<file path="config.mk">
export PLATFORM = sky130hd
export DESIGN_NAME = raw_pixel_unpack_to_argb_flat
export DESIGN_NICKNAME = d
export VERILOG_FILES = /design/src/rtl/rpu_pkg.sv /design/src/rtl/rpu_if.sv /design/src/rtl/raw_pixel_unpack_to_argb.sv /design/src/rtl/rpu_csc.sv /design/src/rtl/rpu_round10.sv /design/src/flat_wrapper.sv
export SDC_FILE = /design/constraint.sdc
export NUM_CORES = 1
export LEC_CHECK = 0
export BUFFER_PORTS_ARGS = -buffer_cell sky130_fd_sc_hd__buf_4
export CORE_MARGIN = 2
export CORE_UTILIZATION = 37
export CTS_BUF_LIST = sky130_fd_sc_hd__clkbuf_8
export DETAILED_ROUTE_END_ITERATION = 8
export SYNTH_ARGS = -nofsm -noshare
export SYNTH_HDL_FRONTEND = slang
export SYNTH_HIERARCHICAL = 1
export SYNTH_SLANG_ARGS = --single-unit
</file>
<file path="constraint.sdc">
create_clock -name clk -period 5.3 [get_ports clk]
set_input_delay 0.53 -clock clk [delete_from_list [all_inputs] [get_ports clk]]
set_output_delay 0.53 -clock clk [all_outputs]
set_load 0.02 [all_outputs]
</file>
<file path="src/rtl/rpu_pkg.sv">
`timescale 1ns / 1ps

package rpu_pkg;

  localparam int RAW_W  = 64;
  localparam int FMT_W  = 3;
  localparam int COMP_W = 8;
  localparam int NAT_W  = 10;

  localparam logic [FMT_W-1:0] FMT_YVYU     = 3'd0;
  localparam logic [FMT_W-1:0] FMT_Y210     = 3'd1;
  localparam logic [FMT_W-1:0] FMT_BGRA8    = 3'd2;
  localparam logic [FMT_W-1:0] FMT_RGBA8    = 3'd3;
  localparam logic [FMT_W-1:0] FMT_P2101010 = 3'd4;

  // n*255+511 for a 10-bit sample
  localparam int RND_W = 18;

endpackage

</file>
<file path="src/rtl/rpu_if.sv">
`timescale 1ns / 1ps

interface rpu_cfg_if;
  logic                     valid;
  logic                     ready;
  logic [rpu_pkg::FMT_W-1:0] pixel_format;

  modport source (output valid, output pixel_format, input ready);
  modport sink   (input valid, input pixel_format, output ready);
endinterface

interface rpu_raw_if;
  logic                      valid;
  logic                      ready;
  logic [rpu_pkg::RAW_W-1:0] raw_word;
  logic                      odd_pixel;

  modport source (output valid, output raw_word, output odd_pixel, input ready);
  modport sink   (input valid, input raw_word, input odd_pixel, output ready);
endinterface

interface rpu_argb_if;
  logic                       valid;
  logic                       ready;
  logic [rpu_pkg::COMP_W-1:0] red_out;
  logic [rpu_pkg::COMP_W-1:0] green_out;
  logic [rpu_pkg::COMP_W-1:0] blue_out;
  logic [rpu_pkg::COMP_W-1:0] alpha_out;
  logic [rpu_pkg::NAT_W-1:0]  native_first;
  logic [rpu_pkg::NAT_W-1:0]  native_second;
  logic [rpu_pkg::NAT_W-1:0]  native_third;
  logic [rpu_pkg::COMP_W-1:0] native_alpha;
  logic                       padding_clear;

  modport source (
    output valid, output red_out, output green_out, output blue_out, output alpha_out,
    output native_first, output native_second, output native_third, output native_alpha,
    output padding_clear, input ready
  );
  modport sink (
    input valid, input red_out, input green_out, input blue_out, input alpha_out,
    input native_first, input native_second, input native_third, input native_alpha,
    input padding_clear, output ready
  );
endinterface

</file>
<file path="src/rtl/raw_pixel_unpack_to_argb.sv">
`timescale 1ns / 1ps

// Raw pixel unpacker: takes one raw little-endian pixel word per clock and returns
// preview ARGB8888 plus the native samples, in the format held in pixel_format
// (YVYU, Y210, BGRA8, RGBA8, packed 2:10:10:10). Throughput is one pixel per clock;
// the pipe holds the unpack stage, the BT.601 multiply and 10-to-8
// rounding stage, and the sum/saturate stage that loads the output register.
// Backpressure stalls the whole pipe without loss. The config channel is always
// ready; change pixel_format only when no pixels are in flight.
module raw_pixel_unpack_to_argb (
  input logic         clk,
  input logic         rst,
  rpu_cfg_if.sink     cfg,
  rpu_raw_if.sink     raw,
  rpu_argb_if.source  argb
);

  logic [rpu_pkg::FMT_W-1:0] pixel_format;

  logic adv1, adv2, adv3;

  logic [7:0]  b0, b1, b2, b3;
  logic [15:0] w0, w1, w2, w3;
  logic [9:0]  u_n1, u_n2, u_n3;
  logic [7:0]  u_na;
  logic        u_pad;
  logic [7:0]  y8, cu8, cv8;

  logic                      s1_valid;
  logic [rpu_pkg::FMT_W-1:0] s1_fmt;
  logic [9:0]                s1_n1, s1_n2, s1_n3;
  logic [7:0]                s1_na;
  logic                      s1_pad;
  logic [7:0]                s1_c;
  logic signed [8:0]         s1_d, s1_e;
  logic [rpu_pkg::RND_W-1:0] s1_x1, s1_x2, s1_x3;

  logic                      s2_valid;
  logic [rpu_pkg::FMT_W-1:0] s2_fmt;
  logic [9:0]                s2_n1, s2_n2, s2_n3;
  logic [7:0]                s2_na;
  logic                      s2_pad;

  logic [7:0] csc_r, csc_g, csc_b;
  logic [7:0] rnd_r, rnd_g, rnd_b;

  logic       s3_valid;
  logic [7:0] r_next, g_next, b_next, a_next, na_next;
  logic [9:0] n1_next, n2_next, n3_next;
  logic       pad_next;

  function automatic logic [rpu_pkg::RND_W-1:0] rnd_num(input logic [9:0] n);
    return {n, 8'b0} - {8'b0, n} + 18'd511;
  endfunction

  assign cfg.ready = 1'b1;

  always_ff @(posedge clk) begin
    if (rst) begin
      pixel_format <= rpu_pkg::FMT_YVYU;
    end else if (cfg.valid) begin
      pixel_format <= cfg.pixel_format;
    end
  end

  assign adv3      = !s3_valid || argb.ready;
  assign adv2      = !s2_valid || adv3;
  assign adv1      = !s1_valid || adv2;
  assign raw.ready = adv1;

  // stage 1: unpack
  assign b0 = raw.raw_word[7:0];
  assign b1 = raw.raw_word[15:8];
  assign b2 = raw.raw_word[23:16];
  assign b3 = raw.raw_word[31:24];
  assign w0 = raw.raw_word[15:0];
  assign w1 = raw.raw_word[31:16];
  assign w2 = raw.raw_word[47:32];
  assign w3 = raw.raw_word[63:48];

  always_comb begin
    u_n1  = '0;
    u_n2  = '0;
    u_n3  = '0;
    u_na  = '0;
    u_pad = 1'b0;
    y8    = '0;
    cu8   = 8'd128;
    cv8   = 8'd128;
    unique case (pixel_format)
      rpu_pkg::FMT_YVYU: begin
        u_n1 = {2'b0, raw.odd_pixel ? b2 : b0};
        u_n2 = {2'b0, b3};
        u_n3 = {2'b0, b1};
        y8   = u_n1[7:0];
        cu8  = b3;
        cv8  = b1;
      end
      rpu_pkg::FMT_Y210: begin
        u_n1  = raw.odd_pixel ? w2[15:6] : w0[15:6];
        u_n2  = w1[15:6];
        u_n3  = w3[15:6];
        y8    = u_n1[9:2];
        cu8   = u_n2[9:2];
        cv8   = u_n3[9:2];
        u_pad = ((w0[5:0] | w1[5:0] | w2[5:0] | w3[5:0]) == 6'd0);
      end
      rpu_pkg::FMT_BGRA8: begin
        u_n3 = {2'b0, b0};
        u_n2 = {2'b0, b1};
        u_n1 = {2'b0, b2};
        u_na = b3;
      end
      rpu_pkg::FMT_RGBA8: begin
        u_n1 = {2'b0, b0};
        u_n2 = {2'b0, b1};
        u_n3 = {2'b0, b2};
        u_na = b3;
      end
      rpu_pkg::FMT_P2101010: begin
        u_n1 = raw.raw_word[9:0];
        u_n2 = raw.raw_word[19:10];
        u_n3 = raw.raw_word[29:20];
        u_na = {6'b0, raw.raw_word[31:30]};
      end
      default: begin
      end
    endcase
  end

  always_ff @(posedge clk) begin
    if (rst) begin
      s1_valid <= 1'b0;
    end else if (adv1) begin
      s1_valid <= raw.valid;
    end
  end

  always_ff @(posedge clk) begin
    if (adv1) begin
      s1_fmt <= pixel_format;
      s1_n1  <= u_n1;
      s1_n2  <= u_n2;
      s1_n3  <= u_n3;
      s1_na  <= u_na;
      s1_pad <= u_pad;
      s1_c   <= (y8 < 8'd16) ? 8'd0 : y8 - 8'd16;
      s1_d   <= $signed({1'b0, cu8}) - 9'sd128;
      s1_e   <= $signed({1'b0, cv8}) - 9'sd128;
      s1_x1  <= rnd_num(u_n1);
      s1_x2  <= rnd_num(u_n2);
      s1_x3  <= rnd_num(u_n3);
    end
  end

  // stage 2: products and reciprocal estimate
  rpu_csc u_csc (
    .clk   (clk),
    .en    (adv2),
    .c     (s1_c),
    .d     (s1_d),
    .e     (s1_e),
    .red   (csc_r),
    .green (csc_g),
    .blue  (csc_b)
  );

  rpu_round10 u_rnd_r (.clk(clk), .en(adv2), .x(s1_x1), .q(rnd_r));
  rpu_round10 u_rnd_g (.clk(clk), .en(adv2), .x(s1_x2), .q(rnd_g));
  rpu_round10 u_rnd_b (.clk(clk), .en(adv2), .x(s1_x3), .q(rnd_b));

  always_ff @(posedge clk) begin
    if (rst) begin
      s2_valid <= 1'b0;
    end else if (adv2) begin
      s2_valid <= s1_valid;
    end
  end

  always_ff @(posedge clk) begin
    if (adv2) begin
      s2_fmt <= s1_fmt;
      s2_n1  <= s1_n1;
      s2_n2  <= s1_n2;
      s2_n3  <= s1_n3;
      s2_na  <= s1_na;
      s2_pad <= s1_pad;
    end
  end

  // stage 3: select result
  always_comb begin
    r_next   = '0;
    g_next   = '0;
    b_next   = '0;
    a_next   = '0;
    n1_next  = s2_n1;
    n2_next  = s2_n2;
    n3_next  = s2_n3;
    na_next  = s2_na;
    pad_next = 1'b0;
    unique case (s2_fmt)
      rpu_pkg::FMT_YVYU, rpu_pkg::FMT_Y210: begin
        r_next   = csc_r;
        g_next   = csc_g;
        b_next   = csc_b;
        a_next   = 8'hff;
        na_next  = '0;
        pad_next = s2_pad;
      end
      rpu_pkg::FMT_BGRA8, rpu_pkg::FMT_RGBA8: begin
        r_next = s2_n1[7:0];
        g_next = s2_n2[7:0];
        b_next = s2_n3[7:0];
        a_next = s2_na;
      end
      rpu_pkg::FMT_P2101010: begin
        r_next = rnd_r;
        g_next = rnd_g;
        b_next = rnd_b;
        a_next = {s2_na[1:0], s2_na[1:0], s2_na[1:0], s2_na[1:0]};
      end
      default: begin
        n1_next = '0;
        n2_next = '0;
        n3_next = '0;
        na_next = '0;
      end
    endcase
  end

  always_ff @(posedge clk) begin
    if (rst) begin
      s3_valid <= 1'b0;
    end else if (adv3) begin
      s3_valid <= s2_valid;
    end
  end

  always_ff @(posedge clk) begin
    if (adv3) begin
      argb.red_out       <= r_next;
      argb.green_out     <= g_next;
      argb.blue_out      <= b_next;
      argb.alpha_out     <= a_next;
      argb.native_first  <= n1_next;
      argb.native_second <= n2_next;
      argb.native_third  <= n3_next;
      argb.native_alpha  <= na_next;
      argb.padding_clear <= pad_next;
    end
  end

  assign argb.valid = s3_valid;

endmodule

</file>
<file path="src/rtl/rpu_csc.sv">
`timescale 1ns / 1ps

module rpu_csc (
  input  logic                       clk,
  input  logic                       en,
  input  logic [7:0]                 c,
  input  logic signed [8:0]          d,
  input  logic signed [8:0]          e,
  output logic [rpu_pkg::COMP_W-1:0] red,
  output logic [rpu_pkg::COMP_W-1:0] green,
  output logic [rpu_pkg::COMP_W-1:0] blue
);

  logic signed [19:0] p_yc;
  logic signed [19:0] p_rv;
  logic signed [19:0] p_gu;
  logic signed [19:0] p_gv;
  logic signed [19:0] p_bu;
  logic signed [19:0] c_ext;
  logic signed [19:0] d_ext;
  logic signed [19:0] e_ext;
  logic signed [19:0] r_sum;
  logic signed [19:0] g_sum;
  logic signed [19:0] b_sum;

  function automatic logic [7:0] sat8(input logic signed [19:0] s);
    logic [7:0] v;
    if (s[19]) begin
      v = 8'd0;
    end else if (|s[18:16]) begin
      v = 8'hff;
    end else begin
      v = s[15:8];
    end
    return v;
  endfunction

  assign c_ext = $signed({12'b0, c});
  assign d_ext = $signed({{11{d[8]}}, d});
  assign e_ext = $signed({{11{e[8]}}, e});

  always_ff @(posedge clk) begin
    if (en) begin
      p_yc <= 20'sd298 * c_ext;
      p_rv <= 20'sd409 * e_ext;
      p_gu <= 20'sd100 * d_ext;
      p_gv <= 20'sd208 * e_ext;
      p_bu <= 20'sd516 * d_ext;
    end
  end

  assign r_sum = p_yc + p_rv + 20'sd128;
  assign g_sum = p_yc - p_gu - p_gv + 20'sd128;
  assign b_sum = p_yc + p_bu + 20'sd128;

  assign red   = sat8(r_sum);
  assign green = sat8(g_sum);
  assign blue  = sat8(b_sum);

endmodule

</file>
<file path="src/rtl/rpu_round10.sv">
`timescale 1ns / 1ps

module rpu_round10 (
  input  logic                       clk,
  input  logic                       en,
  input  logic [rpu_pkg::RND_W-1:0]  x,
  output logic [rpu_pkg::COMP_W-1:0] q
);

  // x/1023 ~ x*1025 >> 20, low by one only when x is a multiple of 1023
  logic [28:0] prod;
  logic [7:0]  q_est;
  logic [18:0] q_1023;
  logic [18:0] rem_full;
  logic [7:0]  q_reg;
  logic [10:0] rem;

  assign prod     = {11'b0, x} + {1'b0, x, 10'b0};
  assign q_est    = prod[27:20];
  assign q_1023   = {1'b0, q_est, 10'b0} - {11'b0, q_est};
  assign rem_full = {1'b0, x} - q_1023;

  always_ff @(posedge clk) begin
    if (en) begin
      q_reg <= q_est;
      rem   <= rem_full[10:0];
    end
  end

  assign q = (rem >= 11'd1023) ? q_reg + 8'd1 : q_reg;

endmodule

</file>
<file path="src/flat_wrapper.sv">
// flat-port wrapper written by rule: the top's interface ports become plain ports
module raw_pixel_unpack_to_argb_flat 
  (clk, rst, cfg_valid, cfg_pixel_format, cfg_ready, raw_valid, raw_raw_word, raw_odd_pixel, raw_ready, argb_valid, argb_red_out, argb_green_out, argb_blue_out, argb_alpha_out, argb_native_first, argb_native_second, argb_native_third, argb_native_alpha, argb_padding_clear, argb_ready);
  rpu_cfg_if cfg_i ();
  rpu_raw_if raw_i ();
  rpu_argb_if argb_i ();
  input logic clk;
  input logic rst;
  input wire logic [$bits(cfg_i.valid)-1:0] cfg_valid;
  input wire logic [$bits(cfg_i.pixel_format)-1:0] cfg_pixel_format;
  output wire logic [$bits(cfg_i.ready)-1:0] cfg_ready;
  input wire logic [$bits(raw_i.valid)-1:0] raw_valid;
  input wire logic [$bits(raw_i.raw_word)-1:0] raw_raw_word;
  input wire logic [$bits(raw_i.odd_pixel)-1:0] raw_odd_pixel;
  output wire logic [$bits(raw_i.ready)-1:0] raw_ready;
  output wire logic [$bits(argb_i.valid)-1:0] argb_valid;
  output wire logic [$bits(argb_i.red_out)-1:0] argb_red_out;
  output wire logic [$bits(argb_i.green_out)-1:0] argb_green_out;
  output wire logic [$bits(argb_i.blue_out)-1:0] argb_blue_out;
  output wire logic [$bits(argb_i.alpha_out)-1:0] argb_alpha_out;
  output wire logic [$bits(argb_i.native_first)-1:0] argb_native_first;
  output wire logic [$bits(argb_i.native_second)-1:0] argb_native_second;
  output wire logic [$bits(argb_i.native_third)-1:0] argb_native_third;
  output wire logic [$bits(argb_i.native_alpha)-1:0] argb_native_alpha;
  output wire logic [$bits(argb_i.padding_clear)-1:0] argb_padding_clear;
  input wire logic [$bits(argb_i.ready)-1:0] argb_ready;
  assign cfg_i.valid = cfg_valid;
  assign cfg_i.pixel_format = cfg_pixel_format;
  assign cfg_ready = cfg_i.ready;
  assign raw_i.valid = raw_valid;
  assign raw_i.raw_word = raw_raw_word;
  assign raw_i.odd_pixel = raw_odd_pixel;
  assign raw_ready = raw_i.ready;
  assign argb_valid = argb_i.valid;
  assign argb_red_out = argb_i.red_out;
  assign argb_green_out = argb_i.green_out;
  assign argb_blue_out = argb_i.blue_out;
  assign argb_alpha_out = argb_i.alpha_out;
  assign argb_native_first = argb_i.native_first;
  assign argb_native_second = argb_i.native_second;
  assign argb_native_third = argb_i.native_third;
  assign argb_native_alpha = argb_i.native_alpha;
  assign argb_padding_clear = argb_i.padding_clear;
  assign argb_i.ready = argb_ready;
  raw_pixel_unpack_to_argb u_core (.clk(clk), .rst(rst), .cfg(cfg_i), .raw(raw_i), .argb(argb_i));
endmodule
</file>
==> flow_summary_export.csv, run 1 <==
group,metric,value,unit
worst_setup_path,rr_worst_depth,14,
job,cap_violations,0,
finish,mostFrequentLayoutCell,"ha_1",
detailed_routing,drtIter0Drc,930,
finish,drive_above_1_share,0.126,
clocking,htreeDepth,3,
power_and_ir_drop,ir_drop,0.444,mV
worst_setup_path,crit_family,"adder cells",
place,dp_cells,3310,
logic_synthesis,ys_warn_count,6,
worst_setup_path,cp.depth,14,
sta,worstMarginPinSlew,1.13,ns
finish,largest_reg_flops,19,
grt,grt_pass1_vias,17300,
worst_setup_path,cp_cell_sequence,"ha_1, ha_1, fa_1, fa_1, fa_1, ha_1, nor2b_1, o21a_1, o21ai_0, nand2b_1, a31o_2, a41oi_1, a21oi_1, xor2_1",
logic_synthesis,postSynthCellCount,2255,
worst_hold_path,min_from,"rst",
floorplan,die_area,71400,um2
detailed_routing,first_pass_iters,5,
sta,slew_violations,0,
worst_setup_path,reg2reg_slack,0.67,ns
worst_hold_path,holdPathEnd,"u_core/pixel_format[2]",
logic_synthesis,ys_ff_latch,373,
clocking,clk_pin_slew_worst_paths,0.06,ns
floorplan,core_area,68600,um2
worst_hold_path,holdPathStages,2,
power_and_ir_drop,power_density,597,nW/um2
worst_setup_path,startpoint_type,"flip-flop",
logic_synthesis,synth_ff_type,"edfxtp_1",
grt,grt_pass1_wl,96900,um
grt,grt_overflow,0,
worst_hold_path,hold_path_class,"primary input to flip-flop",
finish,final_cell_mix,"ha_1, edfxtp_1, inv_1",
floorplan,rows,96,
worst_setup_path,crit_fanout,6,
logic_synthesis,yosysSeqAreaShare,0.435,
detailed_routing,vias,17000,
finish,finalNonFillerCells,3431,
clocking,cts_buffers,70,
finish,nFillCells,6504,
detailed_routing,drtAntennaViolNets,0,
place,dpl_cell_area,27900,um2
sta,final_hold_viol_count,0,
sta,finalClockSkew,0.0534,ns
status,status,"finished, final reports clean",
sta,rsz0062_at_grt,"false",
grt,antenna_found_initial,5,
finish,multiInputGateArea,13100,um2
logic_synthesis,postSynthAreaPerCell,11.4,um2
sta,period_share,0.873,
detailed_routing,vias_per_cell,4.97,
worst_setup_path,r2r_start,"u_core/s1_e[3]",
worst_setup_path,worstPathArrival,4.98,ns
detailed_routing,wl_per_cell,18.3,um
clocking,cts_setup_buffers,0,
sta,slew-limit-headroom,0.246,
finish,fin_nets,2954,
worst_setup_path,endpoint_kind,"flip-flop",
worst_setup_path,critPathBufInv,0,
worst_setup_path,worstSetupPathType,"flip-flop to flip-flop",
power_and_ir_drop,p_leak,13.2,nW
floorplan,start_util,0.374,
clocking,clk_latency,0.65,ns
sta,tns,0,ns
finish,stdcell_area,29200,um2
finish,regArea,11100,um2
logic_synthesis,syn-num-nets,2758,
place,globalplace.congestion,0.874,
clocking,cts_tree,"done",
logic_synthesis,synth.distinct_cells,90,
floorplan,io_pins,147,
worst_setup_path,worst_path_max_delay_cell,"edfxtp_1",
worst_setup_path,r2r-end,"u_core/u_csc/p_rv[18]",
clocking,cts_buffer_depth,3,
worst_setup_path,cp_slowest_stage_delay,0.51,ns
worst_setup_path,critPathRequiredTime,5.66,ns
logic_synthesis,synth_area,25600,um2
floorplan,die_h,267,um
finish,area_growth,13.9,%
grt,grt_usage,0.177,
floorplan,die_w,267,um
sta,fin_crit,4.63,ns
finish,largest_register,"u_core/u_csc/p_rv",
logic_synthesis,postSynth.asyncResetShare,0,
place,dp_hpwl,49300,um
sta,fmax,0.216,GHz
detailed_routing,wl,62600,um
clocking,cts-resized-gates,0,
finish,utilization,0.426,
sta,finalSetupViolCount,0,
logic_synthesis,synth_edf_count,367,
clocking,cts_sinks,373,
grt,grt_max_degree,113,
place,portBuffers,145,
detailed_routing,drc,0,
clocking,hold_buffers,0,
clocking,cts_root_buf,"clkbuf_8",
per-layer routing:
layer | GRT usage | part of all wire | vias to the layer above
li1 | - | - | 8388
met1 | 0.240 | 0.46 | 8165
met2 | 0.290 | 0.47 | 403
met3 | 0.0264 | 0.051 | 84
met4 | 0.0604 | 0.024 | 0
met5 | 0 | 0 | -
how the worst max path moves through the flow:
stage,start,endpoint,slack [ns]
5_1_grt,u_core/s1_e[3],u_core/u_csc/p_rv[16],0.42
6_report,u_core/s1_e[3],u_core/u_csc/p_rv[18],0.67
4_1_cts,u_core/s1_e[3],u_core/u_csc/p_rv[18],0.62
2_1_floorplan,argb_ready,u_core/s2_fmt[0],0.60
3_3_place_gp,u_core/s1_e[3],u_core/u_csc/p_rv[18],0.69
3_5_place_dp,u_core/s1_e[3],u_core/u_csc/p_rv[18],0.66
area by class of cell:
class                      instances  area share
multi-input combinational       1535       0.450
timing repair buffer             164      0.0426
inverter                         307      0.0397
tap                              931      0.0399
antenna                            1   0.0000857
clock buffer                      70      0.0330
clock inverter                    50      0.0129
sequential                       373       0.382
power breakdown:
part	switching [W]	leakage, nW	internal, W
registers	0.000608	4.05	0.00449
logic	0.00545	8.45	0.00412
clock network	0.00127	0.727	0.00149
stage by stage:
| step | power [W] | hold slack, ns | setup slack [ns] |
|---|---|---|---|
| global placement | 0.0146 | 0.401 | 0.687 |
| floorplan | 0.0122 | 0.400 | 0.596 |
| global route | 0.0190 | 0.0514 | 0.419 |
| CTS | 0.0176 | 0.0155 | 0.622 |
| finish | 0.0174 | 0.0811 | 0.673 |
| detailed placement | 0.0147 | 0.405 | 0.663 |
kinds of logic after synthesis:
logic type / synth area share
flip-flops: 0.435
XOR/XNOR: 0.0616
other: 0.000146
multiplexers: 0.0266
AO/OA/AOI/OAI: 0.103
adder cells (fa/ha/maj): 0.227
buffers and inverters: 0.0532
AND/OR/NAND/NOR: 0.0936
cell usage after synthesis (9+ instances only):
cell,n,share of area
buf_2,11,0.0021
inv_1,307,0.045
nand4_1,21,0.0051
a31oi_1,11,0.0027
o21bai_1,11,0.0032
o21a_1,27,0.0079
a211oi_1,24,0.0070
nor2b_1,43,0.010
nor3_1,18,0.0035
fa_1,58,0.045
or3_1,10,0.0024
a21o_1,34,0.010
mux2_2,9,0.0040
nand3_1,49,0.0096
o21ai_0,66,0.013
and3_1,10,0.0024
nor2_1,109,0.016
edfxtp_1,367,0.43
ha_1,372,0.18
nand2_1,105,0.015
o22ai_1,9,0.0022
clkbuf_1,20,0.0029
xnor2_1,100,0.034
a21oi_1,112,0.022
nand2b_1,14,0.0034
mux2i_1,58,0.023
and2_1,61,0.015
xor2_1,71,0.024
Power figures use the tool's default switching activity.
==> run 2: changes to the inputs <==
==> constraint.sdc (replaced) <==
create_clock -name clk -period 5.3 [get_ports clk]
set_input_delay 0.265 -clock clk [delete_from_list [all_inputs] [get_ports clk]]
set_output_delay 0.265 -clock clk [all_outputs]
set_load 0.02 [all_outputs]
==> run 2 against run 1 <==
  * Fmax is 1.9% lower
  * Critical path depth stayed put
  * Core utilization is 0.26 points higher
  * Critical path type unchanged
  * Critical endpoint unchanged
==> flow_summary_export.csv, run 2 (same netlist as run 1, synthesis figures left out) <==
group,metric,value,unit
status,status,"finished, final reports clean",
worst_setup_path,rr_worst_depth,14,
clocking,cts_buffers,68,
floorplan,io_pins,147,
worst_setup_path,r2r_start,"u_core/s1_e[3]",
worst_setup_path,crit_start,"u_core/s1_e[3]",
floorplan,rows,96,
clocking,clk_pin_slew_worst_paths,0.06,ns
place,dpl_cell_area,27900,um2
grt,antenna_found_initial,4,
detailed_routing,vias_per_cell,4.98,
finish,drive_above_1_share,0.123,
sta,fmax,0.212,GHz
worst_setup_path,cp_slowest_stage_delay,0.53,ns
clocking,cts_setup_buffers,0,
clocking,htreeDepth,3,
worst_hold_path,holdPathStages,3,
floorplan,die_h,267,um
place,dp_hpwl,49500,um
worst_setup_path,critPathRequiredTime,5.65,ns
detailed_routing,vias,17200,
worst_setup_path,cp_cell_sequence,"ha_1, ha_1, fa_1, fa_1, fa_1, ha_1, nor2b_1, o21a_1, o21ai_0, nand2b_1, a31o_2, a41oi_1, a21oi_1, xor2_1",
grt,grt_max_degree,113,
sta,worstMarginPinSlew,1.11,ns
floorplan,die_area,71400,um2
finish,nFillCells,6488,
sta,rsz0062_at_grt,"false",
floorplan,core_area,68600,um2
power_and_ir_drop,ir_drop,0.476,mV
sta,slew_violations,0,
place,portBuffers,145,
finish,mostFrequentLayoutCell,"ha_1",
floorplan,die_w,267,um
clocking,clk_latency,0.66,ns
floorplan,start_util,0.374,
sta,setup_ws,0.584,ns
power_and_ir_drop,p_leak,13.3,nW
sta,slew-limit-headroom,0.258,
sta,period_share,0.890,
place,dp_slack,0.664,ns
worst_hold_path,min_from,"raw_raw_word[23]",
sta,fin_crit,4.72,ns
detailed_routing,first_pass_iters,5,
grt,grt_pass1_wl,97100,um
finish,final_cell_mix,"ha_1, edfxtp_1, inv_1",
detailed_routing,drtIter0Drc,957,
clocking,cts_sinks,373,
finish,stdcell_area,29400,um2
grt,grt_usage,0.177,
detailed_routing,wl,63000,um
detailed_routing,wl_per_cell,18.2,um
finish,largest_reg_flops,19,
sta,final_hold_viol_count,0,
power_and_ir_drop,power_density,592,nW/um2
finish,area_growth,14.6,%
clocking,cts_tree,"done",
worst_setup_path,worstPathArrival,5.07,ns
worst_setup_path,crit_fanout,6,
grt,grt_pass1_vias,17400,
worst_setup_path,worstSetupPathType,"flip-flop to flip-flop",
sta,tns,0,ns
finish,fin_nets,2974,
worst_setup_path,endpoint_kind,"flip-flop",
place,globalplace.congestion,0.876,
worst_setup_path,worst_path_max_delay_cell,"edfxtp_1",
job,cap_violations,0,
clocking,cts_root_buf,"clkbuf_8",
detailed_routing,drtAntennaViolNets,0,
worst_setup_path,startpoint_type,"flip-flop",
grt,grt_overflow,0,
sta,finalClockSkew,0.0568,ns
sta,finalSetupViolCount,0,
finish,largest_register,"u_core/u_csc/p_rv",
clocking,hold_buffers,21,
clocking,cts_buffer_depth,3,
detailed_routing,drc,0,
clocking,cts-resized-gates,0,
worst_hold_path,hold_path_class,"primary input to flip-flop",
-- run 2: cell types whose count changed in the layout (fill, tap and decap cells not counted), sizes merged --
cell / delta
dlygate4sd3: +21
inv: +6
clkinv: -3
bufinv: -2
clkbuf: -2
clkinvlp: -2
diode: +2
buf: +1
-- run 2: critical path: cells and delay by family, from the launching register on --
family,cells,cell delay (ns)
simple gates,2,0.24
xor+xnor,1,0.15
flops,1,0.53
fa+ha+maj,6,2.53
compound gates,5,0.96
-- run 2: worst paths after layout --
check                                        endpoint  slack (ns)
worst min-delay path                  u_core/s1_n1[7]        0.06
worst min register to register        u_core/s2_n2[3]        0.40
worst max register to register  u_core/u_csc/p_rv[18]        0.58
worst max-delay path            u_core/u_csc/p_rv[18]        0.58
-- run 2: layout make-up --
type	instances	area (um2)	share of cell area
multi-input combinational	1535	13100	0.448
sequential	373	11100	0.379
timing repair buffer	186	1460	0.0498
tap	931	1160	0.0397
inverter	307	1160	0.0394
clock buffer	68	936	0.0319
clock inverter	49	358	0.0122
antenna	3	7.51	0.000256
-- run 2: routing by layer --
metal	track usage	vias to the layer above	wire, um
met5	0	-	0
met4	0.0550	0	1080
met3	0.0278	77	2940
met2	0.293	384	29800
met1	0.239	8302	29100
li1	-	8419	-
-- run 2: stage by stage --
step | total power (W) | hold WS, ns | util | cells
final | 0.0174 | 0.0581 | 0.428 | 3452
after global routing | 0.0189 | 0.0424 | 0.428 | 3450
after CTS | 0.0175 | 0.00500 | 0.428 | 3449
after detailed placement | 0.0147 | 0.405 | 0.406 | 3311
after global placement | 0.0145 | 0.402 | 0.406 | 3311
after floorplan | 0.0122 | 0.337 | - | 2255
-- run 2: where the power goes --
part	switching, W	internal [W]	leakage (nW)
logic	0.00548	0.00414	8.55
clock network	0.00128	0.00137	0.723
registers	0.000608	0.00449	4.05
total	0.00737	0.0100	13.3
